$ cat config.mk
export PLATFORM = sky130hd
export DESIGN_NAME = calendar_date_arithmetic_flat
export DESIGN_NICKNAME = d
export VERILOG_FILES = /design/src/hw/rtl/cda_pkg.sv /design/src/hw/rtl/cda_if.sv /design/src/hw/rtl/cda_date_index.sv /design/src/hw/rtl/cda_year_split.sv /design/src/hw/rtl/cda_month_split.sv /design/src/hw/rtl/calendar_date_arithmetic.sv /design/src/flat_wrapper.sv
export SDC_FILE = /design/constraint.sdc
export NUM_CORES = 1
export LEC_CHECK = 0
export BUFFER_PORTS_ARGS = -buffer_cell sky130_fd_sc_hd__clkbuf_2
export CAP_MARGIN = 20
export CORE_AREA = 5 5 172 240
export CTS_CLUSTER_SIZE = 25
export DETAILED_ROUTE_END_ITERATION = 12
export DIE_AREA = 0 0 177 245
export GPL_TIMING_DRIVEN = 0
export PLACE_DENSITY = 0.77
export SKIP_CTS_REPAIR_TIMING = 1
export SLEW_MARGIN = 20
export SYNTH_ARGS = -nofsm -noshare
export SYNTH_HDL_FRONTEND = slang
export SYNTH_HIERARCHICAL = 1
export SYNTH_SLANG_ARGS = --single-unit
$ cat constraint.sdc
create_clock -name clock -period 11.3 [get_ports clock]
set_clock_uncertainty 0.1 [all_clocks]
set_input_delay 1.695 -clock clock [delete_from_list [all_inputs] [get_ports clock]]
set_output_delay 1.695 -clock clock [all_outputs]
set_load 0.05 [all_outputs]
$ cat src/hw/rtl/cda_pkg.sv
// ----------------------------------------------------------------------------
// cda_pkg
// Shared constants, types and calendar tables for the date arithmetic block.
// ----------------------------------------------------------------------------
`default_nettype none

package cda_pkg;

   localparam logic [11:0] FirstYear   = 12'd1970;
   localparam logic [11:0] LastYear    = 12'd2099;
   localparam logic [15:0] LastIndex   = 16'd47481;
   localparam logic [8:0]  DaysPerYear = 9'd365;
   localparam logic [10:0] DaysPerQuad = 11'd1461;
   localparam logic [11:0] QuadRecip   = 12'd2870;
   localparam int          QuadShift   = 22;

   localparam logic [3:0] MonthJan = 4'd1;
   localparam logic [3:0] MonthFeb = 4'd2;
   localparam logic [3:0] MonthMar = 4'd3;
   localparam logic [3:0] MonthApr = 4'd4;
   localparam logic [3:0] MonthMay = 4'd5;
   localparam logic [3:0] MonthJun = 4'd6;
   localparam logic [3:0] MonthJul = 4'd7;
   localparam logic [3:0] MonthAug = 4'd8;
   localparam logic [3:0] MonthSep = 4'd9;
   localparam logic [3:0] MonthOct = 4'd10;
   localparam logic [3:0] MonthNov = 4'd11;
   localparam logic [3:0] MonthDec = 4'd12;

   typedef struct packed {
      logic [4:0]  day;
      logic [3:0]  month;
      logic [11:0] year;
   } date_type;

   typedef struct packed {
      logic [7:0] year_off;
      logic [8:0] doy;
      logic       leap;
   } year_split_type;

   function automatic logic [4:0] month_len(input logic [3:0] month, input logic leap);
      logic [4:0] len;
      case (month)
         MonthJan, MonthMar, MonthMay, MonthJul,
         MonthAug, MonthOct, MonthDec:            len = 5'd31;
         MonthApr, MonthJun, MonthSep, MonthNov:  len = 5'd30;
         MonthFeb:                                len = leap ? 5'd29 : 5'd28;
         default:                                 len = 5'd0;
      endcase
      return len;
   endfunction

   function automatic logic [8:0] month_start(input logic [3:0] month, input logic leap);
      logic [8:0] start;
      case (month)
         MonthJan: start = 9'd0;
         MonthFeb: start = 9'd31;
         MonthMar: start = 9'd59;
         MonthApr: start = 9'd90;
         MonthMay: start = 9'd120;
         MonthJun: start = 9'd151;
         MonthJul: start = 9'd181;
         MonthAug: start = 9'd212;
         MonthSep: start = 9'd243;
         MonthOct: start = 9'd273;
         MonthNov: start = 9'd304;
         MonthDec: start = 9'd334;
         default:  start = 9'd0;
      endcase
      if (leap && (month inside {[MonthMar:MonthDec]})) begin
         start = start + 9'd1;
      end
      return start;
   endfunction

endpackage

`default_nettype wire

$ cat src/hw/rtl/cda_if.sv
// ----------------------------------------------------------------------------
// cda_req_if / cda_rsp_if
// Valid/ready channels carrying date requests and their results.
// ----------------------------------------------------------------------------
`default_nettype none

interface cda_req_if;
   logic               valid;
   logic               ready;
   logic [4:0]         a_day;
   logic [3:0]         a_month;
   logic [11:0]        a_year;
   logic [4:0]         b_day;
   logic [3:0]         b_month;
   logic [11:0]        b_year;
   logic signed [16:0] offset_days;

   modport source (output valid, a_day, a_month, a_year, b_day, b_month, b_year,
                   offset_days, input ready);
   modport sink   (input valid, a_day, a_month, a_year, b_day, b_month, b_year,
                   offset_days, output ready);
endinterface

interface cda_rsp_if;
   logic               valid;
   logic               ready;
   logic               a_valid;
   logic               b_valid;
   logic [4:0]         sum_day;
   logic [3:0]         sum_month;
   logic [11:0]        sum_year;
   logic               sum_out_of_range;
   logic signed [16:0] difference_days;

   modport source (output valid, a_valid, b_valid, sum_day, sum_month, sum_year,
                   sum_out_of_range, difference_days, input ready);
   modport sink   (input valid, a_valid, b_valid, sum_day, sum_month, sum_year,
                   sum_out_of_range, difference_days, output ready);
endinterface

`default_nettype wire

$ cat src/hw/rtl/cda_date_index.sv
// ----------------------------------------------------------------------------
// cda_date_index
// Check one calendar date and convert it to a day count from 1970-01-01.
// ----------------------------------------------------------------------------
`default_nettype none

module cda_date_index (
   input  var cda_pkg::date_type date,
   output logic                  date_valid,
   output logic [15:0]           index
);

   logic       in_range;
   logic [7:0] year_off;
   logic       leap;
   logic [4:0] dlen;

   always_comb begin
      in_range   = (date.year >= cda_pkg::FirstYear) && (date.year <= cda_pkg::LastYear)
                   && (date.month inside {[cda_pkg::MonthJan:cda_pkg::MonthDec]});
      year_off   = 8'(date.year - cda_pkg::FirstYear);
      leap       = (date.year[1:0] == 2'b00);
      dlen       = cda_pkg::month_len(date.month, leap);
      date_valid = in_range && (date.day != 5'd0) && (date.day <= dlen);
      if (date_valid) begin
         index = 16'(year_off) * 16'(cda_pkg::DaysPerYear)
               + 16'((year_off + 8'd1) >> 2)
               + 16'(cda_pkg::month_start(date.month, leap))
               + 16'(date.day) - 16'd1;
      end else begin
         index = 16'd0;
      end
   end

endmodule

`default_nettype wire

$ cat src/hw/rtl/cda_year_split.sv
// ----------------------------------------------------------------------------
// cda_year_split
// Correct the four-year block estimate and split a day count into year and
// day of year.
// ----------------------------------------------------------------------------
`default_nettype none

module cda_year_split (
   input  var logic [15:0]             sum_index,
   input  var logic [5:0]              quad_est,
   output cda_pkg::year_split_type     split
);

   logic [15:0] quad_base;
   logic [11:0] rem_raw;
   logic        quad_fix;
   logic [5:0]  quad;
   logic [10:0] rem;
   logic [1:0]  year_in_quad;
   logic [8:0]  doy;

   always_comb begin
      quad_base = 16'(quad_est) * 16'(cda_pkg::DaysPerQuad);
      rem_raw   = 12'(sum_index - quad_base);
      quad_fix  = (rem_raw >= 12'(cda_pkg::DaysPerQuad));
      quad      = quad_fix ? quad_est + 6'd1 : quad_est;
      rem       = quad_fix ? 11'(rem_raw - 12'(cda_pkg::DaysPerQuad)) : 11'(rem_raw);
      if (rem < 11'd365) begin
         year_in_quad = 2'd0;
         doy          = 9'(rem);
      end else if (rem < 11'd730) begin
         year_in_quad = 2'd1;
         doy          = 9'(rem - 11'd365);
      end else if (rem < 11'd1096) begin
         year_in_quad = 2'd2;
         doy          = 9'(rem - 11'd730);
      end else begin
         year_in_quad = 2'd3;
         doy          = 9'(rem - 11'd1096);
      end
      split.year_off = 8'({quad, year_in_quad});
      split.doy      = doy;
      split.leap     = (year_in_quad == 2'd2);
   end

endmodule

`default_nettype wire

$ cat src/hw/rtl/cda_month_split.sv
// ----------------------------------------------------------------------------
// cda_month_split
// Turn a year offset and day of year into a calendar date.
// ----------------------------------------------------------------------------
`default_nettype none

module cda_month_split (
   input  var cda_pkg::year_split_type split,
   output cda_pkg::date_type           date
);

   logic [3:0] month;
   logic [8:0] start;

   always_comb begin
      month = cda_pkg::MonthJan;
      for (int i = 2; i <= 12; i++) begin
         if (split.doy >= cda_pkg::month_start(4'(i), split.leap)) begin
            month = month + 4'd1;
         end
      end
      start      = cda_pkg::month_start(month, split.leap);
      date.month = month;
      date.day   = 5'(split.doy - start + 9'd1);
      date.year  = cda_pkg::FirstYear + 12'(split.year_off);
   end

endmodule

`default_nettype wire

$ cat src/hw/rtl/calendar_date_arithmetic.sv
// ----------------------------------------------------------------------------
// calendar_date_arithmetic
// Gregorian date shift and day difference, five-stage pipeline.
//
//   Channel   Dir  Carries
//   req_chan  in   dates A and B, signed day offset
//   rsp_chan  out  valid flags, shifted A, saturation flag, A minus B in days
//
// One request per cycle unless a stalled result holds the pipeline.
// Stages: date check and day count, shift and saturate, block estimate
// multiply, year split, month split into the output register.
// A stalled result holds every stage whose successor is full; a stage
// with a free slot downstream keeps moving, so no bubble is left.
// Reset clears the stage valid bits only.
// ----------------------------------------------------------------------------
`default_nettype none

module calendar_date_arithmetic (
   input  wire        clock,
   input  wire        reset,
   cda_req_if.sink    req_chan,
   cda_rsp_if.source  rsp_chan
);

   logic adv1, adv2, adv3, adv4, adv5;

   // stage 1: check and index
   cda_pkg::date_type  a_date, b_date;
   logic               a_ok, b_ok;
   logic [15:0]        a_idx, b_idx;

   logic               v1_ff;
   logic               av1_ff, bv1_ff;
   logic [15:0]        a_index1_ff, b_index1_ff;
   logic signed [16:0] offset1_ff;

   // stage 2: shift and difference
   logic signed [17:0] sum_raw;
   logic [15:0]        sum_index_in;
   logic               oor_in;
   logic signed [16:0] diff_in;

   logic               v2_ff;
   logic               av2_ff, bv2_ff, oor2_ff;
   logic [15:0]        sum_index2_ff;
   logic signed [16:0] diff2_ff;

   // stage 3: four-year block estimate
   logic [27:0]        quad_prod;
   logic [5:0]         quad_est_in;

   logic               v3_ff;
   logic               av3_ff, bv3_ff, oor3_ff;
   logic [15:0]        sum_index3_ff;
   logic [5:0]         quad_est3_ff;
   logic signed [16:0] diff3_ff;

   // stage 4: year split
   cda_pkg::year_split_type split_in;

   logic                    v4_ff;
   logic                    av4_ff, bv4_ff, oor4_ff;
   cda_pkg::year_split_type split4_ff;
   logic signed [16:0]      diff4_ff;

   // stage 5: month split
   cda_pkg::date_type  date_in;

   logic               v5_ff;
   logic               av5_ff, bv5_ff, oor5_ff;
   cda_pkg::date_type  date5_ff;
   logic signed [16:0] diff5_ff;

   assign adv5 = !v5_ff || rsp_chan.ready;
   assign adv4 = !v4_ff || adv5;
   assign adv3 = !v3_ff || adv4;
   assign adv2 = !v2_ff || adv3;
   assign adv1 = !v1_ff || adv2;
   assign req_chan.ready = adv1;

   assign a_date = '{day: req_chan.a_day, month: req_chan.a_month, year: req_chan.a_year};
   assign b_date = '{day: req_chan.b_day, month: req_chan.b_month, year: req_chan.b_year};

   cda_date_index u_a_index (
      .date       (a_date),
      .date_valid (a_ok),
      .index      (a_idx)
   );

   cda_date_index u_b_index (
      .date       (b_date),
      .date_valid (b_ok),
      .index      (b_idx)
   );

   always_comb begin
      sum_raw = $signed({2'b00, a_index1_ff}) + $signed({offset1_ff[16], offset1_ff});
      diff_in = $signed({1'b0, a_index1_ff}) - $signed({1'b0, b_index1_ff});
      if (sum_raw < 18'sd0) begin
         sum_index_in = 16'd0;
         oor_in       = 1'b1;
      end else if (sum_raw > $signed({2'b00, cda_pkg::LastIndex})) begin
         sum_index_in = cda_pkg::LastIndex;
         oor_in       = 1'b1;
      end else begin
         sum_index_in = sum_raw[15:0];
         oor_in       = 1'b0;
      end
   end

   assign quad_prod   = 28'(sum_index2_ff) * 28'(cda_pkg::QuadRecip);
   assign quad_est_in = 6'(quad_prod >> cda_pkg::QuadShift);

   cda_year_split u_year_split (
      .sum_index (sum_index3_ff),
      .quad_est  (quad_est3_ff),
      .split     (split_in)
   );

   cda_month_split u_month_split (
      .split (split4_ff),
      .date  (date_in)
   );

   always_ff @(posedge clock) begin
      if (reset) begin
         v1_ff <= 1'b0;
         v2_ff <= 1'b0;
         v3_ff <= 1'b0;
         v4_ff <= 1'b0;
         v5_ff <= 1'b0;
      end else begin
         if (adv1) v1_ff <= req_chan.valid;
         if (adv2) v2_ff <= v1_ff;
         if (adv3) v3_ff <= v2_ff;
         if (adv4) v4_ff <= v3_ff;
         if (adv5) v5_ff <= v4_ff;
      end
   end

   always_ff @(posedge clock) begin
      if (adv1 && req_chan.valid) begin
         av1_ff      <= a_ok;
         bv1_ff      <= b_ok;
         a_index1_ff <= a_idx;
         b_index1_ff <= b_idx;
         offset1_ff  <= req_chan.offset_days;
      end
      if (adv2 && v1_ff) begin
         av2_ff        <= av1_ff;
         bv2_ff        <= bv1_ff;
         oor2_ff       <= oor_in;
         sum_index2_ff <= sum_index_in;
         diff2_ff      <= diff_in;
      end
      if (adv3 && v2_ff) begin
         av3_ff        <= av2_ff;
         bv3_ff        <= bv2_ff;
         oor3_ff       <= oor2_ff;
         sum_index3_ff <= sum_index2_ff;
         quad_est3_ff  <= quad_est_in;
         diff3_ff      <= diff2_ff;
      end
      if (adv4 && v3_ff) begin
         av4_ff    <= av3_ff;
         bv4_ff    <= bv3_ff;
         oor4_ff   <= oor3_ff;
         split4_ff <= split_in;
         diff4_ff  <= diff3_ff;
      end
      if (adv5 && v4_ff) begin
         av5_ff   <= av4_ff;
         bv5_ff   <= bv4_ff;
         oor5_ff  <= oor4_ff;
         date5_ff <= date_in;
         diff5_ff <= diff4_ff;
      end
   end

   assign rsp_chan.valid            = v5_ff;
   assign rsp_chan.a_valid          = av5_ff;
   assign rsp_chan.b_valid          = bv5_ff;
   assign rsp_chan.sum_day          = date5_ff.day;
   assign rsp_chan.sum_month        = date5_ff.month;
   assign rsp_chan.sum_year         = date5_ff.year;
   assign rsp_chan.sum_out_of_range = oor5_ff;
   assign rsp_chan.difference_days  = diff5_ff;

   a_invalid_epoch : assert property (@(posedge clock) disable iff (reset)
      v1_ff && !av1_ff |-> a_index1_ff == 16'd0)
      else $error("invalid first date did not map to the epoch");

   a_sum_in_range : assert property (@(posedge clock) disable iff (reset)
      v2_ff |-> sum_index2_ff <= cda_pkg::LastIndex)
      else $error("saturated day count beyond last date");

   a_doy_bound : assert property (@(posedge clock) disable iff (reset)
      v4_ff |-> (split4_ff.doy < 9'd365) || (split4_ff.leap && split4_ff.doy == 9'd365))
      else $error("day of year exceeds year length");

   a_rsp_date_sane : assert property (@(posedge clock) disable iff (reset)
      rsp_chan.valid |-> rsp_chan.sum_year >= cda_pkg::FirstYear
                         && rsp_chan.sum_year <= cda_pkg::LastYear
                         && rsp_chan.sum_month >= cda_pkg::MonthJan
                         && rsp_chan.sum_month <= cda_pkg::MonthDec
                         && rsp_chan.sum_day != 5'd0)
      else $error("result date outside calendar range");

   a_reset_empty : assert property (@(posedge clock)
      $past(reset) |-> !rsp_chan.valid)
      else $error("result valid straight after reset");

endmodule

`default_nettype wire

$ cat src/flat_wrapper.sv
// flat-port wrapper written by rule: the top's interface ports become plain ports
module calendar_date_arithmetic_flat 
  (clock, reset, req_chan_valid, req_chan_a_day, req_chan_a_month, req_chan_a_year, req_chan_b_day, req_chan_b_month, req_chan_b_year, req_chan_offset_days, req_chan_ready, rsp_chan_valid, rsp_chan_a_valid, rsp_chan_b_valid, rsp_chan_sum_day, rsp_chan_sum_month, rsp_chan_sum_year, rsp_chan_sum_out_of_range, rsp_chan_difference_days, rsp_chan_ready);
  cda_req_if req_chan_i ();
  cda_rsp_if rsp_chan_i ();
  input  wire clock;
  input  wire reset;
  input wire logic [$bits(req_chan_i.valid)-1:0] req_chan_valid;
  input wire logic [$bits(req_chan_i.a_day)-1:0] req_chan_a_day;
  input wire logic [$bits(req_chan_i.a_month)-1:0] req_chan_a_month;
  input wire logic [$bits(req_chan_i.a_year)-1:0] req_chan_a_year;
  input wire logic [$bits(req_chan_i.b_day)-1:0] req_chan_b_day;
  input wire logic [$bits(req_chan_i.b_month)-1:0] req_chan_b_month;
  input wire logic [$bits(req_chan_i.b_year)-1:0] req_chan_b_year;
  input wire logic [$bits(req_chan_i.offset_days)-1:0] req_chan_offset_days;
  output wire logic [$bits(req_chan_i.ready)-1:0] req_chan_ready;
  output wire logic [$bits(rsp_chan_i.valid)-1:0] rsp_chan_valid;
  output wire logic [$bits(rsp_chan_i.a_valid)-1:0] rsp_chan_a_valid;
  output wire logic [$bits(rsp_chan_i.b_valid)-1:0] rsp_chan_b_valid;
  output wire logic [$bits(rsp_chan_i.sum_day)-1:0] rsp_chan_sum_day;
  output wire logic [$bits(rsp_chan_i.sum_month)-1:0] rsp_chan_sum_month;
  output wire logic [$bits(rsp_chan_i.sum_year)-1:0] rsp_chan_sum_year;
  output wire logic [$bits(rsp_chan_i.sum_out_of_range)-1:0] rsp_chan_sum_out_of_range;
  output wire logic [$bits(rsp_chan_i.difference_days)-1:0] rsp_chan_difference_days;
  input wire logic [$bits(rsp_chan_i.ready)-1:0] rsp_chan_ready;
  assign req_chan_i.valid = req_chan_valid;
  assign req_chan_i.a_day = req_chan_a_day;
  assign req_chan_i.a_month = req_chan_a_month;
  assign req_chan_i.a_year = req_chan_a_year;
  assign req_chan_i.b_day = req_chan_b_day;
  assign req_chan_i.b_month = req_chan_b_month;
  assign req_chan_i.b_year = req_chan_b_year;
  assign req_chan_i.offset_days = req_chan_offset_days;
  assign req_chan_ready = req_chan_i.ready;
  assign rsp_chan_valid = rsp_chan_i.valid;
  assign rsp_chan_a_valid = rsp_chan_i.a_valid;
  assign rsp_chan_b_valid = rsp_chan_i.b_valid;
  assign rsp_chan_sum_day = rsp_chan_i.sum_day;
  assign rsp_chan_sum_month = rsp_chan_i.sum_month;
  assign rsp_chan_sum_year = rsp_chan_i.sum_year;
  assign rsp_chan_sum_out_of_range = rsp_chan_i.sum_out_of_range;
  assign rsp_chan_difference_days = rsp_chan_i.difference_days;
  assign rsp_chan_i.ready = rsp_chan_ready;
  calendar_date_arithmetic u_core (.clock(clock), .reset(reset), .req_chan(req_chan_i), .rsp_chan(rsp_chan_i));
endmodule
==> key figures, run 1 <==
Die
  • Die Ht: 245 µm
  • Die X: 177 µm
  • # IOs: 106
  • Initial Util: 0.5861
  • Core box area: 0.03895 mm²
  • Die ar.: 0.04337 mm²
  • Rows: 86

Global route
  • Largest net degree at the start of global routing: 37
  • Vias in the first global route: 17090
  • First-pass GRT wire length: 78360 µm
  • Initial antenna violation count: 0
  • GRT Total Usage: 0.2180
  • Grt total ovfl: 0

Layout
  • Design Area, Final: 0.02484 mm²
  • Area of the multi-input gates: 0.01472 mm²
  • # fillers: 3200
  • Antenna fix cells: 0
  • Area delta synth->final: 8.792%
  • # nets final: 2945
  • Reg area: 0.006226 mm²
  • Share of cells above drive strength 1: 0.1085

Timing
  • Worst Tran Pin Value: 0.7839 ns
  • Fin crit share: 0.9130
  • Clock period minus worst slack: 10.32 ns
  • Final TNS setup: 0 ns
  • Setup violations, final: 0
  • Slew Viols, Final: 0
  • Final hold vios: 0
  • RSZ-0062 raised after global routing: false
  • Peak Freq: 0.09693 GHz
  • Max-slew headroom: 0.4719

Critical path
  • CP startpoint kind: flop
  • CP Capture Type: flop
  • R2r setup slk: 0.98 ns
  • CP max FO: 7
  • R2r worst-path depth: 41
  • Max stage delay cell, worst path: fa_1
  • CP Data Required Time: 11.44 ns
  • WP data arrival: 10.46 ns
  • Kind of critical path: reg -> reg
  • CP most frequent cell: ha_1
  • R2R Path Start: u_core/split4_ff[0]
  • Critical path's largest stage delay: 0.57 ns
  • FF-to-FF End: u_core/rsp_chan.sum_day[4]

Placed design
  • GP Congestion: 0.9213
  • Placement Cell Area: 0.02418 mm²
  • DP HPWL: 39510 µm
  • Input/output buffers: 103

Clocking
  • Clock Path Buffers: 3
  • TritonCTS buffer count: 20
  • CTS H-tree lvls: 1
  • Root buf cell: clkbuf_16
  • Clock slew at reported path FFs: 0.06 ns
  • Clk sink count: 209
  • CTS tree: built
  • Skew-Pair Late Insertion Delay: 0.52 ns

Route
  • Wirelength, routed: 47280 µm
  • # DRC: 0
  • TritonRoute pass-1 iters: 5
  • Vias per cell: 5.539
  • Post-DRT Antenna Nets: 0
  • DR WL/cell: 16.11 µm
  • Total number of vias: 16250
  • Initial DRC Count: 749

Logic synthesis
  • Cell Area, Synth: 0.02283 mm²
  • Synth Area per Inst: 10.09 µm²
  • Syn_nets: 2814
  • Warnings from Yosys: 6
  • Post-Syn Instances: 2262

Worst hold path
  • HP Start: u_core/diff2_ff[5]
  • Hold EP: u_core/diff3_ff[5]
  • Hold WC Path Type: reg -> reg
  • Hold depth: 0

Flow run
  • Max-cap check violation count: 0

Outcome
  • Outcome: finished clean
-- flip-flops by register name, summed over array words and instances, names as in the netlist, 4 cells and up --
| name | count |
|---|---|
| u_core/b_index1_ff | 16 |
| u_core/diff4_ff | 17 |
| u_core/rsp_chan.sum_year | 12 |
| u_core/sum_index3_ff | 12 |
| u_core/rsp_chan.difference_days | 17 |
| u_core/diff3_ff | 17 |
| u_core/diff2_ff | 17 |
| u_core/quad_est3_ff | 6 |
| u_core/rsp_chan.sum_day | 5 |
| u_core/sum_index2_ff | 16 |
| u_core/offset1_ff | 17 |
| u_core/a_index1_ff | 16 |
| u_core/split4_ff | 18 |
| u_core/rsp_chan.sum_month | 4 |
-- how the worst max path moves through the flow --
stage,startpoint,to,slack (ns),depth (start not counted)
after CTS,u_core/split4_ff[0],u_core/rsp_chan.sum_day[4],0.99,41
after global routing,u_core/split4_ff[0],u_core/rsp_chan.sum_day[4],0.39,41
final,u_core/split4_ff[0],u_core/rsp_chan.sum_day[4],0.98,41
after detailed placement,u_core/split4_ff[0],u_core/rsp_chan.sum_day[4],1.10,41
after global placement,u_core/split4_ff[0],u_core/rsp_chan.sum_day[4],1.40,41
after floorplan,u_core/split4_ff[0],u_core/rsp_chan.sum_day[4],2.34,41
-- final cells by class --
class,instances,area share
Multi-Input combinational cell,1567,0.5927
Sequential cell,209,0.2507
Inverter,451,0.06837
Tap cell,528,0.02660
Timing Repair Buffer,109,0.02590
Clock buffer,21,0.02030
Buffer,35,0.009421
Clock inverter,14,0.006046
-- metal layers --
metal  vias to the layer above  GRT usage  share of wire
met5                         -          0              0
met4                         0    0.08652          0.042
met2                       365     0.4301           0.55
met3                       112    0.01987          0.033
li1                       8001          -              -
met1                      7774     0.2354           0.38
-- worst max-delay path: cells and delay by family, from the launching register on --
family                     cells  cell delay (ns)
buffers and inverters          2             0.42
AOI/OAI and AO/OA             12             2.65
xor gates and xnor gates       8             1.38
muxes                          2             0.57
and+or+nand+nor                8             1.42
DFF                            1             0.54
adders and majority gates      9             2.95
-- per-stage QoR --
stage	worst slack, ns	hold WS, ns	cells	utilization
2_1_floorplan	2.339	0.3003	2262	-
3_3_place_gp	1.403	0.3001	2893	0.6162
3_5_place_dp	1.099	0.3045	2899	0.6208
4_1_cts	0.9932	0.3085	2934	0.6376
5_1_grt	0.3869	0.3257	2934	0.6376
6_report	0.9832	0.3173	2934	0.6376
-- layout by cell type, fill, tap and decap left out, drive strengths merged, types with 70 or more instances in the layout --
| cell | n |
|---|---|
| a21oi | 108 |
| edfxtp | 204 |
| inv | 449 |
| xnor2 | 93 |
| nor2 | 131 |
| o21ai | 70 |
| clkbuf | 132 |
| xor2 | 70 |
| ha | 324 |
| fa | 165 |
| nand2 | 95 |
Power of run 1 is not shown: default switching activity piles up to over one toggle a cycle in this logic, so the estimate is an artifact.
==> run 2: changes to the inputs <==
--- a/config.mk
+++ b/config.mk
@@ -7,12 +7,14 @@
 export LEC_CHECK = 0
 export BUFFER_PORTS_ARGS = -buffer_cell sky130_fd_sc_hd__clkbuf_2
 export CAP_MARGIN = 20
-export CORE_AREA = 5 5 172 240
+export CELL_PAD_IN_SITES_DETAIL_PLACEMENT = 1
+export CELL_PAD_IN_SITES_GLOBAL_PLACEMENT = 2
+export CORE_AREA = 5 5 214 299
 export CTS_CLUSTER_SIZE = 25
 export DETAILED_ROUTE_END_ITERATION = 12
-export DIE_AREA = 0 0 177 245
+export DIE_AREA = 0 0 219 304
 export GPL_TIMING_DRIVEN = 0
-export PLACE_DENSITY = 0.77
+export PLACE_DENSITY = 0.78
 export SKIP_CTS_REPAIR_TIMING = 1
 export SLEW_MARGIN = 20
 export SYNTH_ARGS = -nofsm -noshare
==> constraint.sdc (replaced) <==
create_clock -name clock -period 9.2 [get_ports clock]
set_clock_uncertainty 0.1 [all_clocks]
set_input_delay 1.38 -clock clock [delete_from_list [all_inputs] [get_ports clock]]
set_output_delay 1.38 -clock clock [all_outputs]
set_load 0.05 [all_outputs]
==> key figures, run 2 (synthesis gave the netlist of run 1 again) <==
Die
  • Core box area: 0.06078 mm² (was 0.03895 mm²)
  • Rows: 107 (was 86)
  • Die ar.: 0.06658 mm² (was 0.04337 mm²)
  • Die X: 219 µm (was 177 µm)
  • # IOs: 106 (unchanged)
  • Die Ht: 304 µm (was 245 µm)
  • Initial Util: 0.3756 (was 0.5861)

Worst hold path
  • Hold depth: 0 (unchanged)
  • Hold EP: u_core/rsp_chan.difference_days[3] (was u_core/diff3_ff[5])
  • Hold WC Path Type: reg -> reg (unchanged)
  • HP Start: u_core/diff4_ff[3] (was u_core/diff2_ff[5])

Critical path
  • WP data arrival: 9.16 ns (was 10.46 ns)
  • R2R Path Start: u_core/split4_ff[0] (unchanged)
  • R2r worst-path depth: 41 (unchanged)
  • CP Capture Type: flop (unchanged)
  • Kind of critical path: reg -> reg (unchanged)
  • Max stage delay cell, worst path: fa_2 (was fa_1)
  • CP most frequent cell: ha_1 (unchanged)
  • FF-to-FF End: u_core/rsp_chan.sum_day[4] (unchanged)
  • CP startpoint kind: flop (unchanged)
  • CP max FO: 6 (was 7)
  • R2r setup slk: 0.21 ns (was 0.98 ns)
  • Critical path's largest stage delay: 0.59 ns (was 0.57 ns)
  • CP Data Required Time: 9.37 ns (was 11.44 ns)

Layout
  • Max reg flops: 18 (unchanged)
  • Commonest non-fill, non-tap cell in the layout: inv_1 (unchanged)
  • # nets final: 2972 (was 2945)
  • Most frequent cells in the layout: 443 x inv_1, 317 x ha_1, 204 x edfxtp_1 (was 445 x inv_1, 324 x ha_1, 204 x edfxtp_1)
  • # fillers: 6931 (was 3200)
  • Area of the multi-input gates: 0.01496 mm² (was 0.01472 mm²)
  • Largest register by flop count: u_core/split4_ff (unchanged)
  • Area delta synth->final: 12.35% (was 8.792%)
  • Share of cells above drive strength 1: 0.1298 (was 0.1085)
  • Reg area: 0.006226 mm² (unchanged)
  • Design Area, Final: 0.02565 mm² (was 0.02484 mm²)

Route
  • # DRC: 0 (unchanged)
  • Total number of vias: 16440 (was 16250)
  • Wirelength, routed: 56060 µm (was 47280 µm)
  • Post-DRT Antenna Nets: 0 (unchanged)
  • TritonRoute pass-1 iters: 6 (was 5)
  • DR WL/cell: 17.23 µm (was 16.11 µm)
  • Vias per cell: 5.051 (was 5.539)
  • Initial DRC Count: 454 (was 749)

Timing
  • Smallest setup slack after layout: 0.2088 ns (was 0.9832 ns)
  • Max-slew headroom: 0.4480 (was 0.4719)
  • Worst Tran Pin Value: 0.8194 ns (was 0.7839 ns)
  • Final hold vios: 0 (unchanged)
  • Final TNS setup: 0 ns (unchanged)
  • Fin crit share: 0.9773 (was 0.9130)
  • Peak Freq: 0.1112 GHz (was 0.09693 GHz)
  • Hold_ws: 0.3088 ns (was 0.3173 ns)
  • Slew Viols, Final: 0 (unchanged)
  • Clock period minus worst slack: 8.991 ns (was 10.32 ns)
  • Setup violations, final: 0 (unchanged)

Placed design
  • Pre-CTS setup slack: -1.305 ns (was 1.099 ns)
  • Placement Cell Area: 0.02454 mm² (was 0.02418 mm²)
  • Input/output buffers: 103 (unchanged)
  • GP Congestion: 0.8651 (was 0.9213)
  • DP HPWL: 47750 µm (was 39510 µm)

Clocking
  • Clock slew at reported path FFs: 0.07 ns (was 0.06 ns)
  • Clock Path Buffers: 3 (unchanged)
  • Skew-Pair Late Insertion Delay: 0.53 ns (was 0.52 ns)
  • Clk sink count: 209 (unchanged)
  • CTS tree: built (unchanged)
  • Root buf cell: clkbuf_16 (unchanged)
  • CTS H-tree lvls: 1 (unchanged)
  • TritonCTS buffer count: 22 (was 20)

Outcome
  • Outcome: finished clean (unchanged)

Flow run
  • Max-cap check violation count: 0 (unchanged)

Global route
  • GRT Total Usage: 0.1679 (was 0.2180)
  • Grt total ovfl: 0 (unchanged)
  • Largest net degree at the start of global routing: 35 (was 37)
  • First-pass GRT wire length: 92470 µm (was 78360 µm)
  • Vias in the first global route: 18460 (was 17090)
  • Initial antenna violation count: 5 (was 0)
==> run 2: cell count changes in the layout (fill, tap and decap cells not counted), moves of 3 or more <==
cell      delta
buf_4       +25
ha_1         -7
clkbuf_1     +5
ha_4         +5
xnor2_1      -5
xnor2_2      +5
diode_2      +3
nor2_1       -3
==> run 2: cell type report <==
class                   count  area share
plain buffers              35    0.009123
multi-input cells        1567      0.5831
clock inverters            10    0.003805
inverters                 451     0.06630
flip-flops and latches    209      0.2428
well taps                 817     0.03986
diodes                      3   0.0002927
repair buffers            134     0.03239
clock buffers              28     0.02234
==> run 2: routing by layer <==
metal,track usage,share of wire,vias up
met3,0.01751,0.026,76
met4,0.04836,0.032,4
met5,0,0.00037,-
met1,0.1744,0.37,8136
li1,-,-,8040
met2,0.3452,0.58,181
==> run 2: critical path, delay by kind of cell, from the launching register on <==
| family | cells | cell delay (ns) |
|---|---|---|
| xor+xnor | 8 | 1.25 |
| mux | 2 | 0.45 |
| fa+ha+maj | 10 | 2.99 |
| flops | 1 | 0.49 |
| buf+inv | 2 | 0.24 |
| simple gates | 6 | 0.75 |
| compound gates | 13 | 2.46 |
==> run 2: metrics by stage <==
stage               cells    util
floorplan            2262       -
global placement     3182  0.4009
detailed placement   3188  0.4038
CTS                  3226  0.4148
global route         3251  0.4218
finish               3254  0.4220
==> run 2: worst max path at each step <==
stage          cells past startpoint  slack [ns]                start                         end
2_1_floorplan                     41        0.24  u_core/split4_ff[0]  u_core/rsp_chan.sum_day[4]
3_3_place_gp                      41       -1.03  u_core/split4_ff[0]  u_core/rsp_chan.sum_day[4]
3_5_place_dp                      41       -1.30  u_core/split4_ff[0]  u_core/rsp_chan.sum_day[4]
4_1_cts                           41       -1.37  u_core/split4_ff[0]  u_core/rsp_chan.sum_day[4]
5_1_grt                           42       -0.20  u_core/split4_ff[0]  u_core/rsp_chan.sum_day[4]
6_report                          41        0.21  u_core/split4_ff[0]  u_core/rsp_chan.sum_day[4]
Power of run 2 is left out for the same reason.
